**src/rtl/core/sops_pkg.sv**
```systemverilog
// ----------------------------------------------------------------------------
// Segmented odd prime sieve package
// Widths, reset values, command and status codes, shared record types.
// ----------------------------------------------------------------------------
`default_nettype none

package sops_pkg;

  localparam int unsigned PRIME_W   = 17;
  localparam int unsigned IDX_W     = 32;
  localparam int unsigned VAL_W     = 32;
  localparam int unsigned NSL_W     = 33;
  localparam int unsigned MASK_W    = 64;
  localparam int unsigned VBITS_W   = 7;
  localparam int unsigned STATUS_W  = 2;
  localparam int unsigned SQ_W      = 2 * PRIME_W;
  localparam int unsigned S_TDATA_W = 24;
  localparam int unsigned M_TDATA_W = 104;

  localparam int unsigned SEGMENT_ODDS_DEF = 64;
  localparam int unsigned BASE_DEPTH_DEF   = 8192;

  localparam logic [VAL_W-1:0] MAX_VALUE_RST = 32'hFFFF_FFFD;
  localparam logic [NSL_W-1:0] SEG_LOW_RST   = 33'd3;

  typedef enum logic [STATUS_W-1:0] {
    STATUS_LOADED   = 2'd0,
    STATUS_SIEVED   = 2'd1,
    STATUS_FULL     = 2'd2,
    STATUS_PAST_MAX = 2'd3
  } status_e;

  typedef enum logic {
    CMD_LOAD  = 1'b0,
    CMD_SIEVE = 1'b1
  } cmd_e;

  typedef struct packed {
    logic [PRIME_W-1:0] prime;
    logic [IDX_W-1:0]   next_idx;
  } entry_t;

  typedef struct packed {
    status_e              status;
    logic [VAL_W-1:0]     segment_low;
    logic [MASK_W-1:0]    prime_mask;
    logic [VBITS_W-1:0]   valid_bits;
  } result_t;

endpackage

`default_nettype wire

```
**src/rtl/core/sops_ctrl.sv**
```systemverilog
// ----------------------------------------------------------------------------
// Sieve sequencer
// Loads base primes, walks them per segment, marks composites one per cycle.
// ----------------------------------------------------------------------------
`default_nettype none

module sops_ctrl import sops_pkg::*; #(
  parameter int unsigned SEGMENT_ODDS = SEGMENT_ODDS_DEF,
  parameter int unsigned BASE_DEPTH   = BASE_DEPTH_DEF,
  localparam int unsigned ADDR_W = $clog2(BASE_DEPTH)
) (
  input  wire logic               clk_i,
  input  wire logic               rst_ni,
  input  wire logic               cfg_we_i,
  input  wire logic [VAL_W-1:0]   cfg_wdata_i,
  input  wire logic               in_valid_i,
  output logic                    in_ready_o,
  input  wire cmd_e               in_cmd_i,
  input  wire logic [PRIME_W-1:0] in_prime_i,
  output logic                    res_valid_o,
  input  wire logic               res_ready_i,
  output result_t                 res_o,
  output logic                    mem_we_o,
  output logic [ADDR_W-1:0]       mem_waddr_o,
  output entry_t                  mem_wdata_o,
  output logic                    mem_re_o,
  output logic [ADDR_W-1:0]       mem_raddr_o,
  input  wire entry_t             mem_rdata_i
);

  localparam int unsigned CNT_W     = $clog2(BASE_DEPTH + 1);
  localparam int unsigned SEG_IDX_W = $clog2(SEGMENT_ODDS);
  localparam int unsigned D_W       = IDX_W + 2;
  localparam int unsigned SPAN_ADD  = 2 * SEGMENT_ODDS - 2;

  localparam logic [3:0] S_IDLE   = 4'd0;
  localparam logic [3:0] S_DECODE = 4'd1;
  localparam logic [3:0] S_LD_SQ  = 4'd2;
  localparam logic [3:0] S_LD_WR  = 4'd3;
  localparam logic [3:0] S_SETUP  = 4'd4;
  localparam logic [3:0] S_SPAN   = 4'd5;
  localparam logic [3:0] S_RD     = 4'd6;
  localparam logic [3:0] S_FETCH  = 4'd7;
  localparam logic [3:0] S_TEST   = 4'd8;
  localparam logic [3:0] S_MARK   = 4'd9;
  localparam logic [3:0] S_WB     = 4'd10;
  localparam logic [3:0] S_FINISH = 4'd11;
  localparam logic [3:0] S_EMIT   = 4'd12;

  logic [3:0]              state_q, state_d;
  logic [VAL_W-1:0]        max_q, max_d;
  logic [CNT_W-1:0]        count_q, count_d;
  logic [NSL_W-1:0]        nsl_q, nsl_d;

  cmd_e                    cmd_q, cmd_d;
  logic [PRIME_W-1:0]      pv_q, pv_d;
  logic [VAL_W-1:0]        high_q, high_d;
  logic [IDX_W-1:0]        a0_q, a0_d;
  logic [VBITS_W-1:0]      nodds_q, nodds_d;
  logic [SEGMENT_ODDS-1:0] marked_q, marked_d;
  logic [CNT_W-1:0]        k_q, k_d;
  logic [PRIME_W-1:0]      p_q, p_d;
  logic [SQ_W-1:0]         sq_q, sq_d;
  logic [D_W-1:0]          d_q, d_d;
  result_t                 res_q, res_d;

  logic [PRIME_W-1:0]      mul_op;
  logic [SQ_W-1:0]         sq_prod;
  logic [NSL_W-1:0]        span_top;
  logic [VAL_W-1:0]        span_diff;
  logic [SEGMENT_ODDS-1:0] vmask;

  assign mul_op  = (state_q == S_FETCH) ? mem_rdata_i.prime : pv_q;
  assign sq_prod = SQ_W'(mul_op) * SQ_W'(mul_op);

  assign span_top  = nsl_q + NSL_W'(SPAN_ADD);
  assign span_diff = high_q - nsl_q[VAL_W-1:0];

  always_comb begin
    for (int i = 0; i < SEGMENT_ODDS; i++) begin
      vmask[i] = (VBITS_W'(i) < nodds_q);
    end
  end

  always_comb begin
    state_d  = state_q;
    max_d    = max_q;
    count_d  = count_q;
    nsl_d    = nsl_q;
    cmd_d    = cmd_q;
    pv_d     = pv_q;
    high_d   = high_q;
    a0_d     = a0_q;
    nodds_d  = nodds_q;
    marked_d = marked_q;
    k_d      = k_q;
    p_d      = p_q;
    sq_d     = sq_q;
    d_d      = d_q;
    res_d    = res_q;

    in_ready_o  = 1'b0;
    res_valid_o = 1'b0;
    mem_we_o    = 1'b0;
    mem_waddr_o = k_q[ADDR_W-1:0];
    mem_wdata_o = '{prime: p_q, next_idx: IDX_W'(d_q + D_W'(a0_q))};
    mem_re_o    = 1'b0;
    mem_raddr_o = k_q[ADDR_W-1:0];

    if (cfg_we_i) begin
      max_d = cfg_wdata_i;
    end

    case (state_q)
      S_IDLE: begin
        in_ready_o = 1'b1;
        if (in_valid_i) begin
          cmd_d   = in_cmd_i;
          pv_d    = in_prime_i;
          state_d = S_DECODE;
        end
      end
      S_DECODE: begin
        res_d = '0;
        if (cmd_q == CMD_LOAD) begin
          if (count_q == CNT_W'(BASE_DEPTH)) begin
            res_d.status = STATUS_FULL;
            state_d      = S_EMIT;
          end else begin
            state_d = S_LD_SQ;
          end
        end else if (nsl_q > NSL_W'(max_q)) begin
          res_d.status = STATUS_PAST_MAX;
          state_d      = S_EMIT;
        end else begin
          high_d  = (span_top > NSL_W'(max_q)) ? max_q : span_top[VAL_W-1:0];
          state_d = S_SETUP;
        end
      end
      S_LD_SQ: begin
        sq_d    = sq_prod;
        state_d = S_LD_WR;
      end
      S_LD_WR: begin
        mem_we_o    = 1'b1;
        mem_waddr_o = count_q[ADDR_W-1:0];
        mem_wdata_o.prime    = pv_q;
        mem_wdata_o.next_idx = (pv_q >= PRIME_W'(3)) ?
                               IDX_W'((sq_q - SQ_W'(3)) >> 1) : '0;
        count_d      = count_q + CNT_W'(1);
        res_d.status = STATUS_LOADED;
        state_d      = S_EMIT;
      end
      S_SETUP: begin
        // even top steps down to the last odd value
        high_d  = high_q[0] ? high_q : high_q - VAL_W'(1);
        a0_d    = IDX_W'((nsl_q - NSL_W'(3)) >> 1);
        state_d = S_SPAN;
      end
      S_SPAN: begin
        nodds_d  = VBITS_W'(span_diff >> 1) + VBITS_W'(1);
        marked_d = '0;
        k_d      = '0;
        state_d  = S_RD;
      end
      S_RD: begin
        if (k_q == count_q) begin
          state_d = S_FINISH;
        end else begin
          mem_re_o = 1'b1;
          state_d  = S_FETCH;
        end
      end
      S_FETCH: begin
        p_d     = mem_rdata_i.prime;
        d_d     = D_W'(mem_rdata_i.next_idx) - D_W'(a0_q);
        sq_d    = sq_prod;
        state_d = S_TEST;
      end
      S_TEST: begin
        if (p_q < PRIME_W'(3)) begin
          k_d     = k_q + CNT_W'(1);
          state_d = S_RD;
        end else if (sq_q > SQ_W'(high_q)) begin
          state_d = S_FINISH;
        end else begin
          state_d = S_MARK;
        end
      end
      S_MARK: begin
        // d is the signed offset of the next mark from the segment start
        if (!d_q[D_W-1] && (d_q >= D_W'(nodds_q))) begin
          state_d = S_WB;
        end else begin
          if (!d_q[D_W-1]) begin
            marked_d[d_q[SEG_IDX_W-1:0]] = 1'b1;
          end
          d_d = d_q + D_W'(p_q);
        end
      end
      S_WB: begin
        mem_we_o = 1'b1;
        k_d      = k_q + CNT_W'(1);
        state_d  = S_RD;
      end
      S_FINISH: begin
        res_d.status      = STATUS_SIEVED;
        res_d.segment_low = nsl_q[VAL_W-1:0];
        res_d.prime_mask  = MASK_W'(~marked_q & vmask);
        res_d.valid_bits  = nodds_q;
        nsl_d             = NSL_W'(high_q) + NSL_W'(2);
        state_d           = S_EMIT;
      end
      S_EMIT: begin
        res_valid_o = 1'b1;
        if (res_ready_i) begin
          state_d = S_IDLE;
        end
      end
      default: begin
        state_d = S_IDLE;
      end
    endcase
  end

  assign res_o = res_q;

  always_ff @(posedge clk_i or negedge rst_ni) begin
    if (!rst_ni) begin
      state_q <= S_IDLE;
      max_q   <= MAX_VALUE_RST;
      count_q <= '0;
      nsl_q   <= SEG_LOW_RST;
    end else begin
      state_q <= state_d;
      max_q   <= max_d;
      count_q <= count_d;
      nsl_q   <= nsl_d;
    end
  end

  always_ff @(posedge clk_i) begin
    cmd_q    <= cmd_d;
    pv_q     <= pv_d;
    high_q   <= high_d;
    a0_q     <= a0_d;
    nodds_q  <= nodds_d;
    marked_q <= marked_d;
    k_q      <= k_d;
    p_q      <= p_d;
    sq_q     <= sq_d;
    d_q      <= d_d;
    res_q    <= res_d;
  end

endmodule

`default_nettype wire

```
**config.mk**
```make
export PLATFORM = sky130hd
export DESIGN_NAME = sops_ctrl
export DESIGN_NICKNAME = d
export VERILOG_FILES = /design/src/rtl/core/sops_pkg.sv /design/src/rtl/core/sops_ctrl.sv
export SDC_FILE = /design/constraint.sdc
export NUM_CORES = 2
export LEC_CHECK = 0
export BUFFER_PORTS_ARGS = -buffer_cell sky130_fd_sc_hd__buf_2
export CAP_MARGIN = 20
export CORE_ASPECT_RATIO = 0.6
export CORE_MARGIN = 2
export CORE_UTILIZATION = 35
export CTS_BUF_LIST = sky130_fd_sc_hd__clkbuf_4
export DETAILED_ROUTE_END_ITERATION = 10
export PLACE_DENSITY_LB_ADDON = 0.12
export SLEW_MARGIN = 20
export SYNTH_ARGS = -nofsm -noshare
export SYNTH_HDL_FRONTEND = slang
export SYNTH_SLANG_ARGS = --single-unit
export TNS_END_PERCENT = 50
```
**constraint.sdc**
```tcl
create_clock -name clk_i -period 11.5 [get_ports clk_i]
set_input_delay 1.15 -clock clk_i [delete_from_list [all_inputs] [get_ports clk_i]]
set_output_delay 1.15 -clock clk_i [all_outputs]
set_load 0.01 [all_outputs]
```
Word level (Yosys, flattened, before mapping)
Index checks and enable logic that the tools add are counted.
{"block": "totals", "ff_bits": 440, "inputBits": 104, "output_inout_bits": 184}
{"block": "op_classes", "n_addsub": 12, "multipliers": 1, "magnitude_cmp": 72, "n_eq_ne": 23, "n_mux": 38, "bitwise": 3, "reduce_logical": 21}
{"op": "6-bit by 7-bit less-than comparator with 1-bit output (first input constant)", "count": 32}
{"op": "103-bit one-hot mux with 2 select lines", "count": 1}
{"op": "32-bit 2-to-1 mux", "count": 5}
{"op": "64-bit 2-to-1 mux", "count": 2}
{"op": "64-bit one-hot mux with 2 select lines", "count": 1}
{"op": "5-bit by 7-bit less-than comparator with 1-bit output (first input constant)", "count": 16}
{"op": "34-bit one-hot mux with 2 select lines", "count": 1}
{"op": "33-bit by 32-bit > comparator with 1-bit output", "count": 2}
{"op": "33-bit by 2-bit subtractor with 33-bit output (second input constant)", "count": 2}
{"op": "64-bit bitwise AND", "count": 1}
{"op": "64-bit inverter", "count": 1}
{"op": "64-bit bitwise OR", "count": 1}
{"op": "32-bit one-hot mux with 2 select lines", "count": 1}
{"op": "4-bit by 7-bit less-than comparator with 1-bit output (first input constant)", "count": 8}
{"op": "49-bit 2-to-1 mux", "count": 1}
{"op": "4-bit one-hot mux with 11 select lines", "count": 1}
{"op": "14-bit one-hot mux with 3 select lines", "count": 1}
{"op": "34-bit by 17-bit adder with 34-bit output", "count": 1}
{"op": "34-bit by 7-bit greater-or-equal comparator with 1-bit output", "count": 1}
{"op": "34-bit by 32-bit > comparator with 1-bit output", "count": 1}
{"op": "17-bit by 17-bit multiplier with 34-bit output", "count": 1}
{"op": "34-bit 2-to-1 mux", "count": 1}
{"op": "32-bit by 2-bit adder with 33-bit output (second input constant)", "count": 1}
{"op": "33-bit by 7-bit adder with 33-bit output (second input constant)", "count": 1}
{"op": "37 further kinds", "count": 86}

Depth between registers and ports, before layout
{"block": "logic_depth", "ltp_word": 8, "depth_mapped": 32}

Worst setup path before layout
Ideal clock, no wire load.
{"block": "synth_timing", "kind": "register to register", "startpoint": "register state_q[2]", "endpoint": "register sq_q[33], data pin", "setup_time_ns": 0.260, "arrival_ns": 7.644, "required_ns": 11.240, "path_slack_ns": 3.596, "stages_incl_launch_ff": 31, "period_less_slack_ns": 7.904, "cell_sequence": "dfrtp_1 -> nor2b_1 -> nand3_1 -> buf_1 -> clkinv_1 -> nand2_1 -> nand2_1 -> clkbuf_1 -> nand2_1 -> inv_1 -> fa_1 -> inv_1 -> fa_1 -> fa_1 -> inv_1 -> fa_1 -> fa_1 -> inv_1 -> fa_1 -> inv_1 -> ha_1 -> a21oi_1 -> o21ai_0 -> a311oi_1 -> o41ai_1 -> nand4_1 -> a311oi_1 -> a2111o_1 -> a31o_2 -> a21oi_1 -> xnor2_1"}
{"block": "synth_between", "elab_chain_len": 3}
{"element": "start: declaration", "line_no": "sops_ctrl.sv:50", "rtl": "logic [3:0] state_q, state_d;"}
{"element": "start signal: assignment", "line_no": "sops_ctrl.sv:235", "rtl": "state_q <= state_d;"}
{"element": "4-bit by 3-bit == test with 1-bit output", "line_no": "sops_ctrl.sv:73", "rtl": "assign mul_op = (state_q == S_FETCH) ? mem_rdata_i.prime : pv_q;"}
{"element": "17-bit 2-to-1 mux", "line_no": "sops_ctrl.sv:73"}
{"element": "17-bit by 17-bit multiplier with 34-bit output", "line_no": "sops_ctrl.sv:74", "rtl": "assign sq_prod = SQ_W'(mul_op) * SQ_W'(mul_op);"}
{"element": "named net sq_prod[33]", "line_no": "sops_ctrl.sv:68", "rtl": "logic [SQ_W-1:0] sq_prod;"}
{"element": "end signal: assignment", "line_no": "sops_ctrl.sv:251", "rtl": "sq_q <= sq_d;"}
{"element": "end: declaration", "line_no": "sops_ctrl.sv:63", "rtl": "logic [SQ_W-1:0] sq_q, sq_d;"}
The timed path passes the listed nets, and every way through them passes these cells.
A chain may end at the register's enable or synchronous reset.

Final worst setup path
Ends and elaborated chain as after synthesis.

==> impl_metrics.csv <==
group,metric,value,unit
die,pin_count,288,
synthesis,synth_cell_type_count,78,
synthesis,syn_avg_cell_area,9.51,µm²
die,rows,90,
synthesis,netlist_instances,3745,
clock_network,cts_tree,"done",
die,die_h,251,µm
critical_path,critPathArrivalTime,10.42,ns
sta,hold_viol,0,
run,drv_cap,0,
clock_network,cts_resized,0,
critical_path,crit_path_start_kind,"flop",
synthesis,netlist_area,35600,µm²
routing,antenna_left,0,
routing,drtIter0Drc,2040,
global_routing,grt_pass1_vias,26900,
critical_path,worstPathMaxFanout,21,
global_routing,grtUsageTotal,21.4,%
die,dieArea,104000,µm²
sta,fin_crit_sh,84.1,%
clock_network,cts_max_path_buffers,3,
synthesis,ys_warn_count,0,
sta,slew_headroom,25.2,%
critical_path,critPathRequiredTime,12.25,ns
clock_network,cts_made_buffers,117,
global_routing,grt_pass1_wl,170000,µm
die,core,101000,µm²
critical_path,cpLargestDelayFamily,"adder cells",
global_routing,antenna_found_initial,8,
placement,hpwl,88300,µm
critical_path,cp_common_cell,"inv_1",
sta,hold_ws,0.158,ns
synthesis,synthArstFlopShare,18.9,%
global_routing,grt_max_degree,91,
clock_network,clock_sinks,439,
critical_path,critPathSlowestCell,"o41ai_1",
sta,drv_slew,0,
clock_network,path_clk_slew,0.07,ns
routing,dr.pass1.iters,5,
routing,wl,112000,µm
synthesis,synth_edf_count,356,
sta,finalSetupTns,0,ns
sta,rsz0062_at_grt,"false",
clock_network,cts_hold_buf,0,
sta,final-setup-viol-count,0,
routing,viasPerCell,5.13,
synthesis,ys.flop_type,"edfxtp_1",
routing,wire_per_inst,20.5,µm
clock_network,postCtsSetupBuffers,0,
global_routing,globalRouteOverflowTotal,0,
final_layout,fin_nets,4642,
die,die_x,416,µm
critical_path,cp.buffers_inverters,10,
sta,clock-skew-final,0.135,ns
clock_network,root_buffer,"clkbuf_4",
final_layout,layout-drive-gt1-share,14.3,%
die,start_util,35.4,%
clock_network,clk-insertion-delay-late,1.12,ns
clock_network,htree_levels,3,
placement,gp_congestion,0.877,
sta,worstMarginPinSlew,1.11,ns
sta,fin_crit,9.67,ns
synthesis,synthesis.nets,4349,
routing,via_count,28100,
placement,io_buffers,287,
critical_path,worstSetupPathType,"reg -> reg",
synthesis,yosysSeqAreaShare,36.0,%
routing,remaining_drc_errors,0,
critical_path,critPathCaptureType,"flop",
hold_path,hp-class,"in -> async",
critical_path,slowest_delay,0.87,ns
final_layout,final_util,39.8,%
final_layout,syn2layout_area_growth,12.6,%
synthesis,synth-seq-cells,439,
run_status,status,"complete, no violations",
sta,timing.fmax,103,MHz
[final timing paths]
path	startpoint	endpoint	slack, ns	cells after the start
min	rst_ni	count_q[1]$_DFFE_PN0P_	0.16	1
min in group clk_i	in_cmd_i	cmd_q$_DFFE_PP_	0.26	1
max reg2reg	state_q[2]$_DFFE_PN0P_	sq_q[33]$_DFFE_PP_	1.83	32
max in group asynchronous	rst_ni	max_q[21]$_DFFE_PN1P_	10.20	2
max	state_q[2]$_DFFE_PN0P_	sq_q[33]$_DFFE_PP_	1.83	32
min reg2reg	marked_q[0]$_SDFFCE_PN0P_	res_o[7]$_SDFFCE_PN0P_	0.52	1
[Yosys cell counts (4+ instances only)]
cell / number / area [µm²]
inv_1: 420 / 1580
nand2_1: 392 / 1470
edfxtp_1: 356 / 10700
nor2_1: 319 / 1200
ha_1: 304 / 3800
a21oi_1: 229 / 1150
fa_1: 196 / 3920
xnor2_1: 195 / 1710
o21ai_0: 174 / 871
clkbuf_1: 118 / 443
xor2_1: 104 / 911
nor3_1: 91 / 455
a21o_1: 81 / 608
nand3_1: 64 / 320
nand4_1: 58 / 363
dfrtp_1: 50 / 1250
o22ai_1: 49 / 307
mux2i_1: 47 / 470
nor4_1: 41 / 257
a211oi_1: 40 / 300
and2_1: 38 / 238
and3_1: 34 / 213
or3_1: 34 / 213
dfstp_2: 33 / 867
nand2b_1: 30 / 188
nor2b_1: 29 / 181
o21a_1: 24 / 180
o31ai_1: 19 / 143
o21bai_1: 18 / 135
buf_1: 13 / 48.8
buf_4: 13 / 97.6
clkinv_1: 13 / 48.8
or4_1: 13 / 97.6
or2_2: 9 / 56.3
a31oi_1: 7 / 43.8
o41ai_1: 6 / 52.6
a21boi_0: 5 / 37.5
buf_2: 5 / 25.0
o211ai_1: 5 / 37.5
o2111ai_1: 4 / 35.0
[per-layer routing]
layer | vias to the layer above | global-route usage (%) | wire (µm)
met4 | 0 | 4.35 | 2160
li1 | 13600 | - | -
met5 | - | 0 | 0
met2 | 718 | 30.3 | 46200
met1 | 13600 | 33.4 | 57400
met3 | 147 | 3.96 | 6370
[worst reg2reg max path: cells and delay by family (launching register included)]
kind                     cells  cell delay [ns]
XOR/XNOR                     1             0.12
buffers and inverters       10             1.60
flip-flops                   1             0.73
AND/OR/NAND/NOR              8             1.61
adder cells (fa/ha/maj)      7             3.17
AO/OA/AOI/OAI                6             2.13
[stage by stage]
| step | cells | worst slack [ns] | cell area [µm²] |
|---|---|---|---|
| after detailed placement | 5253 | 2.10 | 38500 |
| after global routing | 5482 | 1.36 | 40100 |
| after global placement | 5253 | 2.18 | 38500 |
| after floorplan | 3745 | 3.60 | 35600 |
| final | 5482 | 1.83 | 40100 |
| after CTS | 5474 | 1.97 | 40100 |
[flip-flops by register name, indices dropped and copies added (netlist names)]
register	cells
cmd_q	1
a0_q	32
state_q	4
d_q	34
p_q	17
max_q	32
marked_q	64
nsl_q	33
count_q	14
res_o	105
nodds_q	7
k_q	14
high_q	32
sq_q	33
pv_q	17
[layout make-up]
| cell class | count | area (µm²) |
|---|---|---|
| multi-input cells | 2721 | 20700 |
| diodes | 8 | 20.0 |
| flip-flops and latches | 439 | 12800 |
| fillers | 10300 | 60600 |
| clock buffers | 179 | 1340 |
| clock inverters | 42 | 264 |
| inverters | 435 | 1630 |
| well taps | 1334 | 1670 |
| repair buffers | 324 | 1720 |
[cell families (layout without fill, tap and decap cells)]
kind of cell,Yosys count,count (layout),share of synthesized area [%]
xor gates and xnor gates,299,299,7.35
other,0,8,0
AOI/OAI and AO/OA,699,699,11.9
DFF,439,439,36.0
adders and majority gates,500,500,21.7
buffers and inverters,585,980,6.32
and+or+nand+nor,1175,1175,15.4
muxes,48,48,1.35
[cells in the final DEF (no fill, tap or decap), types with 39 or more instances in the layout]
cell type	n
a21o_1	81
o22ai_1	49
nor3_1	85
xnor2_1	195
nand4_1	58
ha_1	304
clkbuf_4	179
nor4_1	39
buf_2	286
fa_1	196
dfrtp_1	50
edfxtp_1	356
a211oi_1	40
a21oi_1	229
xor2_1	104
clkinv_1	40
nand3_1	62
nand2_1	390
inv_1	419
o21ai_0	172
mux2i_1	46
nor2_1	318
Power is not shown: default switching activity piles up to over one toggle a cycle in this logic, so the estimate is an artifact.
